==> config.mk <==
export PLATFORM = sky130hd
export DESIGN_NAME = greedy_text_line_wrapper_core
export DESIGN_NICKNAME = d
export VERILOG_FILES = /design/src/design/gtlw_pkg.sv /design/src/design/gtlw_regs.sv /design/src/design/gtlw_datapath.sv /design/src/design/gtlw_ctrl.sv /design/src/design/greedy_text_line_wrapper_core.sv
export VERILOG_INCLUDE_DIRS = /design/src /design/src/design
export SDC_FILE = /design/constraint.sdc
export NUM_CORES = 2
export LEC_CHECK = 0
export BUFFER_PORTS_ARGS = -buffer_cell sky130_fd_sc_hd__buf_2
export CAP_MARGIN = 20
export CORE_MARGIN = 3
export CORE_UTILIZATION = 30
export CTS_CLUSTER_SIZE = 24
export DETAILED_ROUTE_END_ITERATION = 16
export PLACE_DENSITY = 0.42
export SYNTH_ARGS = -nofsm -noshare
export SYNTH_HDL_FRONTEND = slang
export SYNTH_HIERARCHICAL = 1
export SYNTH_SLANG_ARGS = --single-unit
==> constraint.sdc <==
create_clock -name clk -period 24.6 [get_ports clk]
set_clock_uncertainty 0.2 [all_clocks]
set_input_delay 4.92 -clock clk [delete_from_list [all_inputs] [get_ports clk]]
set_output_delay 4.92 -clock clk [all_outputs]
set_load 0.01 [all_outputs]
==> src/design/greedy_text_line_wrapper_core_macros.svh <==
// Assertion macros shared by the line wrapper modules.
`ifndef GREEDY_TEXT_LINE_WRAPPER_CORE_MACROS_SVH
`define GREEDY_TEXT_LINE_WRAPPER_CORE_MACROS_SVH

// Check that the consequent holds in the same cycle as the antecedent.
`define GTLW_ASSERT_NOW(label, clock, reset, ante, cons, msg) \
  label: assert property (@(posedge clock) disable iff (reset) (ante) |-> (cons)) \
    else $error(msg);

// Check that the consequent holds in the cycle after the antecedent.
`define GTLW_ASSERT_NEXT(label, clock, reset, ante, cons, msg) \
  label: assert property (@(posedge clock) disable iff (reset) (ante) |=> (cons)) \
    else $error(msg);

`endif

==> src/design/gtlw_pkg.sv <==
// Shared types and constants of the greedy text line wrapper.
`timescale 1ns / 1ps

package gtlw_pkg;

  localparam int unsigned POS_W     = 24;
  localparam int unsigned SCALE_W   = 16;
  localparam int unsigned ADV_W     = 16;
  localparam int unsigned CNT_W     = 16;
  localparam int unsigned IDX_OUT_W = 16;
  localparam int unsigned PROD_W    = SCALE_W + ADV_W;
  localparam int unsigned APB_DATA_W = 32;
  localparam int unsigned APB_ADDR_W = 5;

  // Remainder unit runs one dividend bit per step
  localparam int unsigned DIV_STEPS = POS_W;
  localparam int unsigned DIV_CNT_W = $clog2(DIV_STEPS);

  localparam logic [POS_W-1:0] POS_MAX = 24'hFFFFFF;
  localparam logic [CNT_W-1:0] CNT_MAX = 16'hFFFF;

  // Character codes
  localparam logic [7:0] CH_NUL    = 8'h00;
  localparam logic [7:0] CH_TAB    = 8'h09;
  localparam logic [7:0] CH_LF     = 8'h0A;
  localparam logic [7:0] CH_CR     = 8'h0D;
  localparam logic [7:0] CH_SPACE  = 8'h20;
  localparam logic [7:0] CH_BANG   = 8'h21;
  localparam logic [7:0] CH_HYPHEN = 8'h2D;
  localparam logic [7:0] CH_TILDE  = 8'h7E;

  typedef enum logic [1:0] {
    ST_OK          = 2'd0,
    ST_BOX_FULL    = 2'd1,
    ST_TERMINATOR  = 2'd2,
    ST_UNSUPPORTED = 2'd3
  } status_t;

  typedef struct packed {
    logic [7:0]       char_code;
    logic [ADV_W-1:0] glyph_advance;
    logic             end_of_string;
  } item_t;

  typedef struct packed {
    logic                 new_line;
    logic [IDX_OUT_W-1:0] line_start;
    logic [CNT_W-1:0]     line_total;
    logic [CNT_W-1:0]     printable_total;
    logic [POS_W-1:0]     text_width;
    logic [POS_W-1:0]     text_height;
    logic [IDX_OUT_W-1:0] end_index;
    status_t              status;
    logic                 last;
  } result_t;

  typedef struct packed {
    logic [POS_W-1:0]   box_width;
    logic [POS_W-1:0]   box_height;
    logic [POS_W-1:0]   tab_size;
    logic [POS_W-1:0]   line_advance;
    logic [POS_W-1:0]   first_line_height;
    logic [SCALE_W-1:0] font_scale;
  } cfg_t;

  // Controller to datapath commands
  typedef struct packed {
    logic load;
    logic mul;
    logic div_step;
    logic sum;
    logic commit;
  } cmd_t;

  // Datapath to controller status
  typedef struct packed {
    logic is_tab;
    logic div_last;
  } dp_status_t;

endpackage

==> src/design/gtlw_regs.sv <==
// Configuration register file with APB-style access.
`timescale 1ns / 1ps

module gtlw_regs (
  input  logic                               clk,
  input  logic                               rst,
  input  logic                               psel,
  input  logic                               penable,
  input  logic                               pwrite,
  input  logic [gtlw_pkg::APB_ADDR_W-1:0]    paddr,
  input  logic [gtlw_pkg::APB_DATA_W-1:0]    pwdata,
  output logic [gtlw_pkg::APB_DATA_W-1:0]    prdata,
  output logic                               pready,
  output gtlw_pkg::cfg_t                     cfg
);
  import gtlw_pkg::*;

  typedef enum logic [2:0] {
    REG_BOX_WIDTH         = 3'd0,
    REG_BOX_HEIGHT        = 3'd1,
    REG_TAB_SIZE          = 3'd2,
    REG_LINE_ADVANCE      = 3'd3,
    REG_FIRST_LINE_HEIGHT = 3'd4,
    REG_FONT_SCALE        = 3'd5
  } reg_index_t;

  reg_index_t reg_sel;
  logic       wr_en;

  assign reg_sel = reg_index_t'(paddr[APB_ADDR_W-1:2]);
  assign wr_en   = psel && penable && pwrite;
  assign pready  = 1'b1;

  // Write registers on the access cycle of a transfer
  always_ff @(posedge clk) begin
    if (rst) begin
      cfg.box_width         <= 24'd65536;
      cfg.box_height        <= 24'd65536;
      cfg.tab_size          <= 24'd1024;
      cfg.line_advance      <= 24'd4096;
      cfg.first_line_height <= 24'd3072;
      cfg.font_scale        <= 16'd256;
    end else if (wr_en) begin
      case (reg_sel)
        REG_BOX_WIDTH:         cfg.box_width         <= pwdata[POS_W-1:0];
        REG_BOX_HEIGHT:        cfg.box_height        <= pwdata[POS_W-1:0];
        REG_TAB_SIZE:          cfg.tab_size          <= pwdata[POS_W-1:0];
        REG_LINE_ADVANCE:      cfg.line_advance      <= pwdata[POS_W-1:0];
        REG_FIRST_LINE_HEIGHT: cfg.first_line_height <= pwdata[POS_W-1:0];
        REG_FONT_SCALE:        cfg.font_scale        <= pwdata[SCALE_W-1:0];
        default: ;
      endcase
    end
  end

  // Read back
  always_comb begin
    case (reg_sel)
      REG_BOX_WIDTH:         prdata = APB_DATA_W'(cfg.box_width);
      REG_BOX_HEIGHT:        prdata = APB_DATA_W'(cfg.box_height);
      REG_TAB_SIZE:          prdata = APB_DATA_W'(cfg.tab_size);
      REG_LINE_ADVANCE:      prdata = APB_DATA_W'(cfg.line_advance);
      REG_FIRST_LINE_HEIGHT: prdata = APB_DATA_W'(cfg.first_line_height);
      REG_FONT_SCALE:        prdata = APB_DATA_W'(cfg.font_scale);
      default:               prdata = '0;
    endcase
  end

endmodule

==> src/design/gtlw_datapath.sv <==
// Layout datapath: pen state, advance multiply, tab remainder unit, wrap logic.
`timescale 1ns / 1ps

module gtlw_datapath #(
  parameter int unsigned INDEX_BITS = 16
) (
  input  logic                 clk,
  input  logic                 rst,
  input  gtlw_pkg::cfg_t       cfg,
  input  gtlw_pkg::cmd_t       cmd,
  output gtlw_pkg::dp_status_t status,
  input  gtlw_pkg::item_t      item,
  output gtlw_pkg::result_t    result
);
  import gtlw_pkg::*;

  // String state
  logic                  active;
  logic                  halted;
  item_t                 cur;
  logic [POS_W-1:0]      pen_x, pen_y, widest_x, break_x;
  logic [INDEX_BITS-1:0] char_index, break_index, stop_at;
  logic                  break_pending;
  logic [CNT_W-1:0]      line_count, printable_count;
  status_t               stop_code;

  // Working registers
  logic [PROD_W-1:0]     prod;
  logic [POS_W-1:0]      rem;
  logic [POS_W-1:0]      dvd;
  logic [DIV_CNT_W-1:0]  div_cnt;
  logic [POS_W-1:0]      adv;
  logic [POS_W:0]        nx;
  logic [POS_W:0]        ysum;

  // Next values of one step
  logic [POS_W-1:0]      pen_x_next, pen_y_next, widest_x_next, break_x_next;
  logic [INDEX_BITS-1:0] char_index_next, break_index_next, stop_at_next;
  logic                  break_pending_next, halted_next;
  logic [CNT_W-1:0]      line_count_next, printable_count_next;
  status_t               stop_code_next;
  result_t               result_next;

  // Character classes
  logic is_print, is_space, is_tab, is_lf, is_cr, is_nul, is_hyphen, is_bad, moves;

  assign is_print  = cur.char_code inside {[CH_BANG:CH_TILDE]};
  assign is_space  = cur.char_code == CH_SPACE;
  assign is_tab    = cur.char_code == CH_TAB;
  assign is_lf     = cur.char_code == CH_LF;
  assign is_cr     = cur.char_code == CH_CR;
  assign is_nul    = cur.char_code == CH_NUL;
  assign is_hyphen = cur.char_code == CH_HYPHEN;
  assign is_bad    = !(is_print || is_space || is_tab || is_lf || is_cr || is_nul);
  assign moves     = is_print || is_space || is_tab;

  // Tab stop spacing, zero taken as one
  logic [POS_W-1:0] ts;
  assign ts = (cfg.tab_size == '0) ? POS_W'(1) : cfg.tab_size;

  // One restoring remainder step
  logic [POS_W:0]   trial, trial_diff;
  logic [POS_W-1:0] rem_next;
  assign trial      = {rem, dvd[POS_W-1]};
  assign trial_diff = trial - {1'b0, ts};
  assign rem_next   = (trial >= {1'b0, ts}) ? trial_diff[POS_W-1:0] : trial[POS_W-1:0];

  // Advance of this character
  logic [POS_W-1:0] adv_sel;
  assign adv_sel = is_tab ? (ts - rem) : prod[PROD_W-1:8];

  assign status.is_tab   = is_tab;
  assign status.div_last = div_cnt == DIV_CNT_W'(DIV_STEPS - 1);

  // Load item, multiply, divide, sum
  always_ff @(posedge clk) begin
    if (cmd.load) begin
      cur <= item;
    end
    if (cmd.mul) begin
      prod    <= PROD_W'(cfg.font_scale) * PROD_W'(cur.glyph_advance);
      rem     <= '0;
      dvd     <= pen_x;
      div_cnt <= '0;
    end
    if (cmd.div_step) begin
      rem     <= rem_next;
      dvd     <= {dvd[POS_W-2:0], 1'b0};
      div_cnt <= div_cnt + DIV_CNT_W'(1);
    end
    if (cmd.sum) begin
      adv  <= adv_sel;
      nx   <= {1'b0, pen_x} + {1'b0, adv_sel};
      ysum <= {1'b0, pen_y} + {1'b0, cfg.line_advance};
    end
  end

  // Decide the step: wrap, break, stop, counts
  logic                  too_tall;
  logic [POS_W-1:0]      y_sat;
  logic [POS_W:0]        nx_new;
  logic                  nl;
  logic [INDEX_BITS-1:0] ls_v, endv;
  status_t               st;

  assign too_tall = ysum > {1'b0, cfg.box_height};
  assign y_sat    = ysum[POS_W] ? POS_MAX : ysum[POS_W-1:0];

  always_comb begin
    pen_x_next           = pen_x;
    pen_y_next           = pen_y;
    widest_x_next        = widest_x;
    break_x_next         = break_x;
    char_index_next      = char_index;
    break_index_next     = break_index;
    stop_at_next         = stop_at;
    break_pending_next   = break_pending;
    halted_next          = halted;
    line_count_next      = line_count;
    printable_count_next = printable_count;
    stop_code_next       = stop_code;
    nx_new               = nx;
    nl                   = 1'b0;
    ls_v                 = '0;
    endv                 = '0;
    st                   = ST_OK;

    if (halted) begin
      st   = stop_code;
      endv = stop_at;
    end else begin
      if (is_print && printable_count != CNT_MAX) begin
        printable_count_next = printable_count + CNT_W'(1);
      end

      if (is_lf) begin
        if (too_tall) begin
          halted_next    = 1'b1;
          stop_code_next = ST_BOX_FULL;
          stop_at_next   = char_index;
        end else begin
          pen_y_next = y_sat;
          pen_x_next = '0;
          if (line_count != CNT_MAX) begin
            line_count_next = line_count + CNT_W'(1);
          end
          nl                 = 1'b1;
          ls_v               = char_index + INDEX_BITS'(1);
          break_pending_next = 1'b0;
        end
      end else if (is_nul) begin
        halted_next    = 1'b1;
        stop_code_next = ST_TERMINATOR;
        stop_at_next   = char_index;
      end else if (is_bad) begin
        st   = ST_UNSUPPORTED;
        endv = char_index;
      end

      // Wrap when the pen crosses the right edge
      if (moves) begin
        if (nx > {1'b0, cfg.box_width}) begin
          if (too_tall) begin
            halted_next    = 1'b1;
            stop_code_next = ST_BOX_FULL;
            stop_at_next   = char_index;
          end else begin
            if (break_pending) begin
              ls_v   = break_index;
              nx_new = (nx >= {1'b0, break_x}) ? (nx - {1'b0, break_x}) : '0;
            end else begin
              ls_v   = char_index;
              nx_new = {1'b0, adv};
            end
            if (line_count != CNT_MAX) begin
              line_count_next = line_count + CNT_W'(1);
            end
            pen_y_next         = y_sat;
            nl                 = 1'b1;
            break_pending_next = 1'b0;
          end
        end
        if (!halted_next) begin
          pen_x_next = nx_new[POS_W] ? POS_MAX : nx_new[POS_W-1:0];
          if (is_space || is_hyphen || is_tab) begin
            break_index_next   = char_index + INDEX_BITS'(1);
            break_x_next       = pen_x_next;
            break_pending_next = 1'b1;
          end
          if (widest_x < pen_x_next) begin
            widest_x_next = pen_x_next;
          end
        end
      end

      if (halted_next) begin
        st   = stop_code_next;
        endv = stop_at_next;
      end else begin
        char_index_next = char_index + INDEX_BITS'(1);
        if (st == ST_OK && cur.end_of_string) begin
          endv = char_index_next;
        end
      end
    end

    result_next.new_line        = nl;
    result_next.line_start      = IDX_OUT_W'(ls_v);
    result_next.line_total      = line_count_next;
    result_next.printable_total = printable_count_next;
    result_next.text_width      = widest_x_next;
    result_next.text_height     = pen_y_next;
    result_next.end_index       = IDX_OUT_W'(endv);
    result_next.status          = st;
    result_next.last            = cur.end_of_string;
  end

  // Control flags: string open and layout stopped
  always_ff @(posedge clk) begin
    if (rst) begin
      active <= 1'b0;
      halted <= 1'b0;
    end else if (cmd.load) begin
      active <= 1'b1;
      if (!active) begin
        halted <= 1'b0;
      end
    end else if (cmd.commit) begin
      active <= !cur.end_of_string;
      halted <= halted_next;
    end
  end

  // Pen state: start a string on its first item, update on commit
  always_ff @(posedge clk) begin
    if (cmd.load && !active) begin
      pen_x           <= '0;
      pen_y           <= cfg.first_line_height;
      widest_x        <= '0;
      break_x         <= '0;
      char_index      <= '0;
      break_index     <= '0;
      break_pending   <= 1'b0;
      line_count      <= CNT_W'(1);
      printable_count <= '0;
      stop_code       <= ST_OK;
      stop_at         <= '0;
    end else if (cmd.commit) begin
      pen_x           <= pen_x_next;
      pen_y           <= pen_y_next;
      widest_x        <= widest_x_next;
      break_x         <= break_x_next;
      char_index      <= char_index_next;
      break_index     <= break_index_next;
      break_pending   <= break_pending_next;
      line_count      <= line_count_next;
      printable_count <= printable_count_next;
      stop_code       <= stop_code_next;
      stop_at         <= stop_at_next;
    end
  end

  // Hold the result until the next commit
  always_ff @(posedge clk) begin
    if (cmd.commit) begin
      result <= result_next;
    end
  end

endmodule

==> src/design/gtlw_ctrl.sv <==
// Sequencing controller: accept, multiply, tab remainder, sum, commit.
`timescale 1ns / 1ps
`include "greedy_text_line_wrapper_core_macros.svh"

module gtlw_ctrl (
  input  logic                 clk,
  input  logic                 rst,
  input  logic                 item_valid,
  output logic                 item_ready,
  output logic                 result_valid,
  input  logic                 result_ready,
  input  gtlw_pkg::dp_status_t status,
  output gtlw_pkg::cmd_t       cmd
);
  import gtlw_pkg::*;

  typedef enum logic [2:0] {
    S_IDLE,
    S_MUL,
    S_DIV,
    S_SUM,
    S_STEP
  } state_t;

  state_t state;

  // Commands from the current state
  assign item_ready   = state == S_IDLE;
  assign cmd.load     = item_valid && item_ready;
  assign cmd.mul      = state == S_MUL;
  assign cmd.div_step = state == S_DIV;
  assign cmd.sum      = state == S_SUM;
  assign cmd.commit   = (state == S_STEP) && (!result_valid || result_ready);

  // Advance the sequence and track the result register
  always_ff @(posedge clk) begin
    if (rst) begin
      state        <= S_IDLE;
      result_valid <= 1'b0;
    end else begin
      case (state)
        S_IDLE: if (cmd.load) begin
          state <= S_MUL;
        end
        S_MUL:  state <= status.is_tab ? S_DIV : S_SUM;
        S_DIV:  if (status.div_last) begin
          state <= S_SUM;
        end
        S_SUM:  state <= S_STEP;
        S_STEP: if (cmd.commit) begin
          state <= S_IDLE;
        end
        default: state <= S_IDLE;
      endcase

      if (cmd.commit) begin
        result_valid <= 1'b1;
      end else if (result_ready) begin
        result_valid <= 1'b0;
      end
    end
  end

  `GTLW_ASSERT_NEXT(a_load_starts_mul, clk, rst, cmd.load, state == S_MUL, "accepted item did not start the multiply")
  `GTLW_ASSERT_NEXT(a_step_holds, clk, rst, (state == S_STEP) && result_valid && !result_ready, (state == S_STEP) && result_valid, "result overwritten while still waiting")
  `GTLW_ASSERT_NOW(a_div_only_tab, clk, rst, state == S_DIV, status.is_tab, "remainder unit running for a non-tab character")
  `GTLW_ASSERT_NEXT(a_sum_to_step, clk, rst, state == S_SUM, state == S_STEP, "sum stage not followed by the step")

endmodule

==> src/design/greedy_text_line_wrapper_core.sv <==
// Top level of the greedy text line wrapper.
`timescale 1ns / 1ps

// Lays out a string one character per transfer and returns one result per character.
// A character passes through accept, glyph advance multiply, pen sum and the wrap
// decision, which loads the result register. A tab adds the one bit per cycle
// remainder of pen x by the tab size between the multiply and the sum. The next
// character is accepted as soon as the previous one has moved into the result
// register; a result left waiting there holds the wrap decision of the following
// character. Configure over the APB port only while no character is in flight.
module greedy_text_line_wrapper_core #(
  parameter int unsigned INDEX_BITS = 16
) (
  input  logic                            clk,
  input  logic                            rst,
  input  logic                            item_valid,
  output logic                            item_ready,
  input  gtlw_pkg::item_t                 item,
  output logic                            result_valid,
  input  logic                            result_ready,
  output gtlw_pkg::result_t               result,
  input  logic                            psel,
  input  logic                            penable,
  input  logic                            pwrite,
  input  logic [gtlw_pkg::APB_ADDR_W-1:0] paddr,
  input  logic [gtlw_pkg::APB_DATA_W-1:0] pwdata,
  output logic [gtlw_pkg::APB_DATA_W-1:0] prdata,
  output logic                            pready
);
  import gtlw_pkg::*;

  cfg_t       cfg;
  cmd_t       cmd;
  dp_status_t dp_status;

  gtlw_regs u_regs (
    .clk     (clk),
    .rst     (rst),
    .psel    (psel),
    .penable (penable),
    .pwrite  (pwrite),
    .paddr   (paddr),
    .pwdata  (pwdata),
    .prdata  (prdata),
    .pready  (pready),
    .cfg     (cfg)
  );

  gtlw_ctrl u_ctrl (
    .clk          (clk),
    .rst          (rst),
    .item_valid   (item_valid),
    .item_ready   (item_ready),
    .result_valid (result_valid),
    .result_ready (result_ready),
    .status       (dp_status),
    .cmd          (cmd)
  );

  gtlw_datapath #(
    .INDEX_BITS (INDEX_BITS)
  ) u_datapath (
    .clk    (clk),
    .rst    (rst),
    .cfg    (cfg),
    .cmd    (cmd),
    .status (dp_status),
    .item   (item),
    .result (result)
  );

endmodule
==> summary.md <==
| Metric | Value |
|---|---|
| Outcome | completed |
| Synth area leaders | edfxtp_1 (22%), dfxtp_1 (14%), fa_1 (9.4%) |
| Total setup buffers inserted after CTS | 0 |
| CTS HTree Levels | 3 |
| Sw Ratio | 35.7% |
| Avg Cell Area, Syn | 9.19 um^2 |
| Leak | 18.6 nW |
| DR iter-0 viols | 2,439 |
| DRC Markers | 0 |
| Ys Warns | 6 |
| Seq pwr share | 38.0% |
| Critical Path RT | 19.48 ns |
| FP Rows | 137 |
| Max VDD drop | 0.0720 mV |
| Setup violators final | 0 |
| Final Hold Viols | 0 |
| Die ar. | 146,000 um^2 |
| Drt total wl | 138,000 um |
| Post-Syn Area | 42,300 um^2 |
| Dpl ws | 12.30 ns |
| Hold_buf cts | 0 |
| Core area | 140,000 um^2 |
| Ports | 220 |
| Vias per cell | 5.06 |
| Slew Limit Fails | 0 |
| P&R area growth vs syn | 12.5% |
| Max clock buf depth | 3 |
| Gr ovfl total | 0 |
| Critical-path cell with the highest stage delay | buf_4 |
| Largest net degree at the start of global routing | 178 |
| Final setup margin | 12.25 ns |
| CP Capture Type | primary output |
| First-pass DRT Iterations | 6 |
| Clock power frac | 32.5% |
| Final period util | 50.2% |
| Cell count after synthesis | 4,603 |
| Nets | 5,214 |
| GRT Util Overall | 18.7% |
| Post-synth top area share | 22.4% |
| P_sw | 1.32 mW |
| Final hold slack | 0.251 ns |
| Post-synth EDFFs | 315 |
| WL/cell | 21.0 um |
| CTS root buf | clkbuf_16 |
| Diodes inserted | 0 |
| Vias in the first global route | 32,700 |
| Die Height | 382 um |
| RSZ-0062 raised after global routing | false |
| Min-delay worst type | flop to flop |
| First-pass GRT wire length | 210,000 um |
| Post-route cell area | 47,600 um^2 |
| Initial antenna violation count | 7 |
| Asr flop ratio synth | 0% |
| Clk sink count | 613 |
| Synthesized flop and latch total | 613 |
| Crit-path max FO | 51 |
| Initial Utilization | 30.3% |
| Final ANT Viol Nets | 0 |
| Max stage delay on crit path | 0.53 ns |
| Synth area leader | edfxtp_1 |
| CP Data Arrival Time | 7.23 ns |
| CP Launch Type | input pin |
| Fmax | 81.0 MHz |
| Post-synth top flop | edfxtp_1 |
| Setup tns final | 0 ns |
| Synth unique cells | 97 |
| Actual slew at the worst max-slew pin | 1.11 ns |
| Cell-internal power | 2.37 mW |
| Period minus WS final | 12.35 ns |
| Hpwl dp | 101,000 um |
| Post-CTS sizing | 0 |
| Layout cells sized above 1 | 10.5% |
| Max Cap Viol | 0 |
| Reg clk slew, reported paths | 0.05 ns |
| Placed Area | 44,900 um^2 |
| Seq/Total Area, Yosys | 36.5% |
| PwrDens | 77.5 nW/um^2 |
| Relative slew slack | 25.0% |
| Via count | 33,400 |
| Crit Path Class | input pin to primary output |
| CP Cell Sequence | buf_2 > buf_4 > nor2b_4 > buf_4 > a221oi_1 > nor2_1 > buf_2 |
| CTS buffer count | 76 |
| Die Width | 382 um |
| Logic pwr share | 29.4% |
| Buffers on Ports | 200 |
| GPL Wtd Cong | 0.857 |
| CTS tree | built |
| Clk_lat worst skew | 0.69 ns |
## stage by stage
stage	cells	power (mW)	util (%)
after floorplan	4610	2.16	-
after global placement	6450	2.52	32.1
after detailed placement	6450	2.52	32.1
after CTS	6592	3.75	34.1
after global routing	6592	3.92	34.1
final	6592	3.69	34.1
## power by group through the flow
stage	Sequential (mW)	Clock (mW)	Combinational, mW
after floorplan	1.35	0	0.809
after global placement	1.43	0	1.09
after detailed placement	1.43	0	1.09
after CTS	1.41	1.24	1.10
after global routing	1.42	1.27	1.22
final	1.40	1.20	1.09
## critical path, delay by kind of cell
family                 cells  cell delay (ns)
AO/OA/AOI/OAI              1             0.19
buffers and inverters      4             1.28
AND/OR/NAND/NOR            2             0.76
## layer usage
metal  vias to the layer above  GRT usage, %  routed length (um)
met2                       711          29.6               62700
met1                     16300          26.9               67100
met3                       123          2.98                6350
met4                         0          3.48                2110
li1                      16200             -                   -
met5                         -             0                   0
## synthesized netlist by cell type, drive strengths merged (29+ instances only)
cell type	instances
mux2i	47
edfxtp	315
nor4	39
fa	198
o21ai	314
buf	95
a21oi	317
o31ai	42
dfxtp	298
a21o	71
nor3	42
mux2	49
o211ai	30
inv	407
and2	126
xnor2	115
nand2	459
xor2	86
o21a	38
clkbuf	204
nor2b	31
a211oi	57
nand2b	29
nand3	203
nor2	318
nand4	47
ha	295
## cells in the final DEF (no fill, tap or decap), types with 29 or more instances in the layout
| master | count |
|---|---|
| nand2_1 | 458 |
| inv_1 | 406 |
| a21oi_1 | 316 |
| edfxtp_1 | 315 |
| nor2_1 | 314 |
| o21ai_0 | 301 |
| dfxtp_1 | 297 |
| ha_1 | 295 |
| nand3_1 | 202 |
| buf_2 | 199 |
| fa_1 | 198 |
| and2_1 | 125 |
| xnor2_1 | 115 |
| xor2_1 | 86 |
| clkbuf_16 | 79 |
| a21o_1 | 71 |
| buf_4 | 63 |
| mux2_2 | 47 |
| a211oi_1 | 47 |
| mux2i_1 | 47 |
| nand4_1 | 46 |
| nor3_1 | 42 |
| o31ai_1 | 41 |
| nor4_1 | 38 |
| o21a_1 | 38 |
| nor2b_1 | 29 |
| o211ai_1 | 29 |
## flip-flops by register name (all words and copies together) (netlist names), 2 cells and up
register / cells
u_regs/cfg: 136
u_datapath/result: 116
u_datapath/cur: 25
u_datapath/nx: 25
u_datapath/ysum: 25
u_datapath/adv: 24
u_datapath/break_x: 24
u_datapath/dvd: 24
u_datapath/pen_x: 24
u_datapath/pen_y: 24
u_datapath/prod: 24
u_datapath/rem: 24
u_datapath/widest_x: 24
u_datapath/break_index: 16
u_datapath/char_index: 16
u_datapath/line_count: 16
u_datapath/printable_count: 16
u_datapath/stop_at: 16
u_datapath/div_cnt: 5
u_ctrl/state: 3
u_datapath/stop_code: 2
## area by class of cell
| class | instances | area (um^2) |
|---|---|---|
| clock buffers | 109 | 2210 |
| inverters | 407 | 1530 |
| clock inverters | 33 | 473 |
| fillers | 14500 | 92100 |
| repair buffers | 263 | 1490 |
| multi-input cells | 3291 | 24100 |
| flip-flops and latches | 613 | 15400 |
| well taps | 1876 | 2350 |
## path summary, 6_finish.rpt
kind,start,end,slack [ns],depth (start not counted)
hold / removal,u_datapath/break_x[5],u_datapath/break_x[5],0.25,2
hold reg to reg,u_datapath/break_x[5],u_datapath/break_x[5],0.25,2
setup / recovery,paddr[4],prdata[17],12.25,7
setup reg to reg,u_datapath/nx[0],u_datapath/result[50],16.29,24
## cells by family after synthesis
logic type	after synthesis	synth area share, %
xor+xnor	201	4.16
buf+inv	706	6.83
fa+ha+maj	493	18.1
simple gates	1397	15.6
compound gates	1094	16.3
mux	97	2.49
flops	613	36.5
other cells	2	0.0178
(Power assumes the default switching activity.)
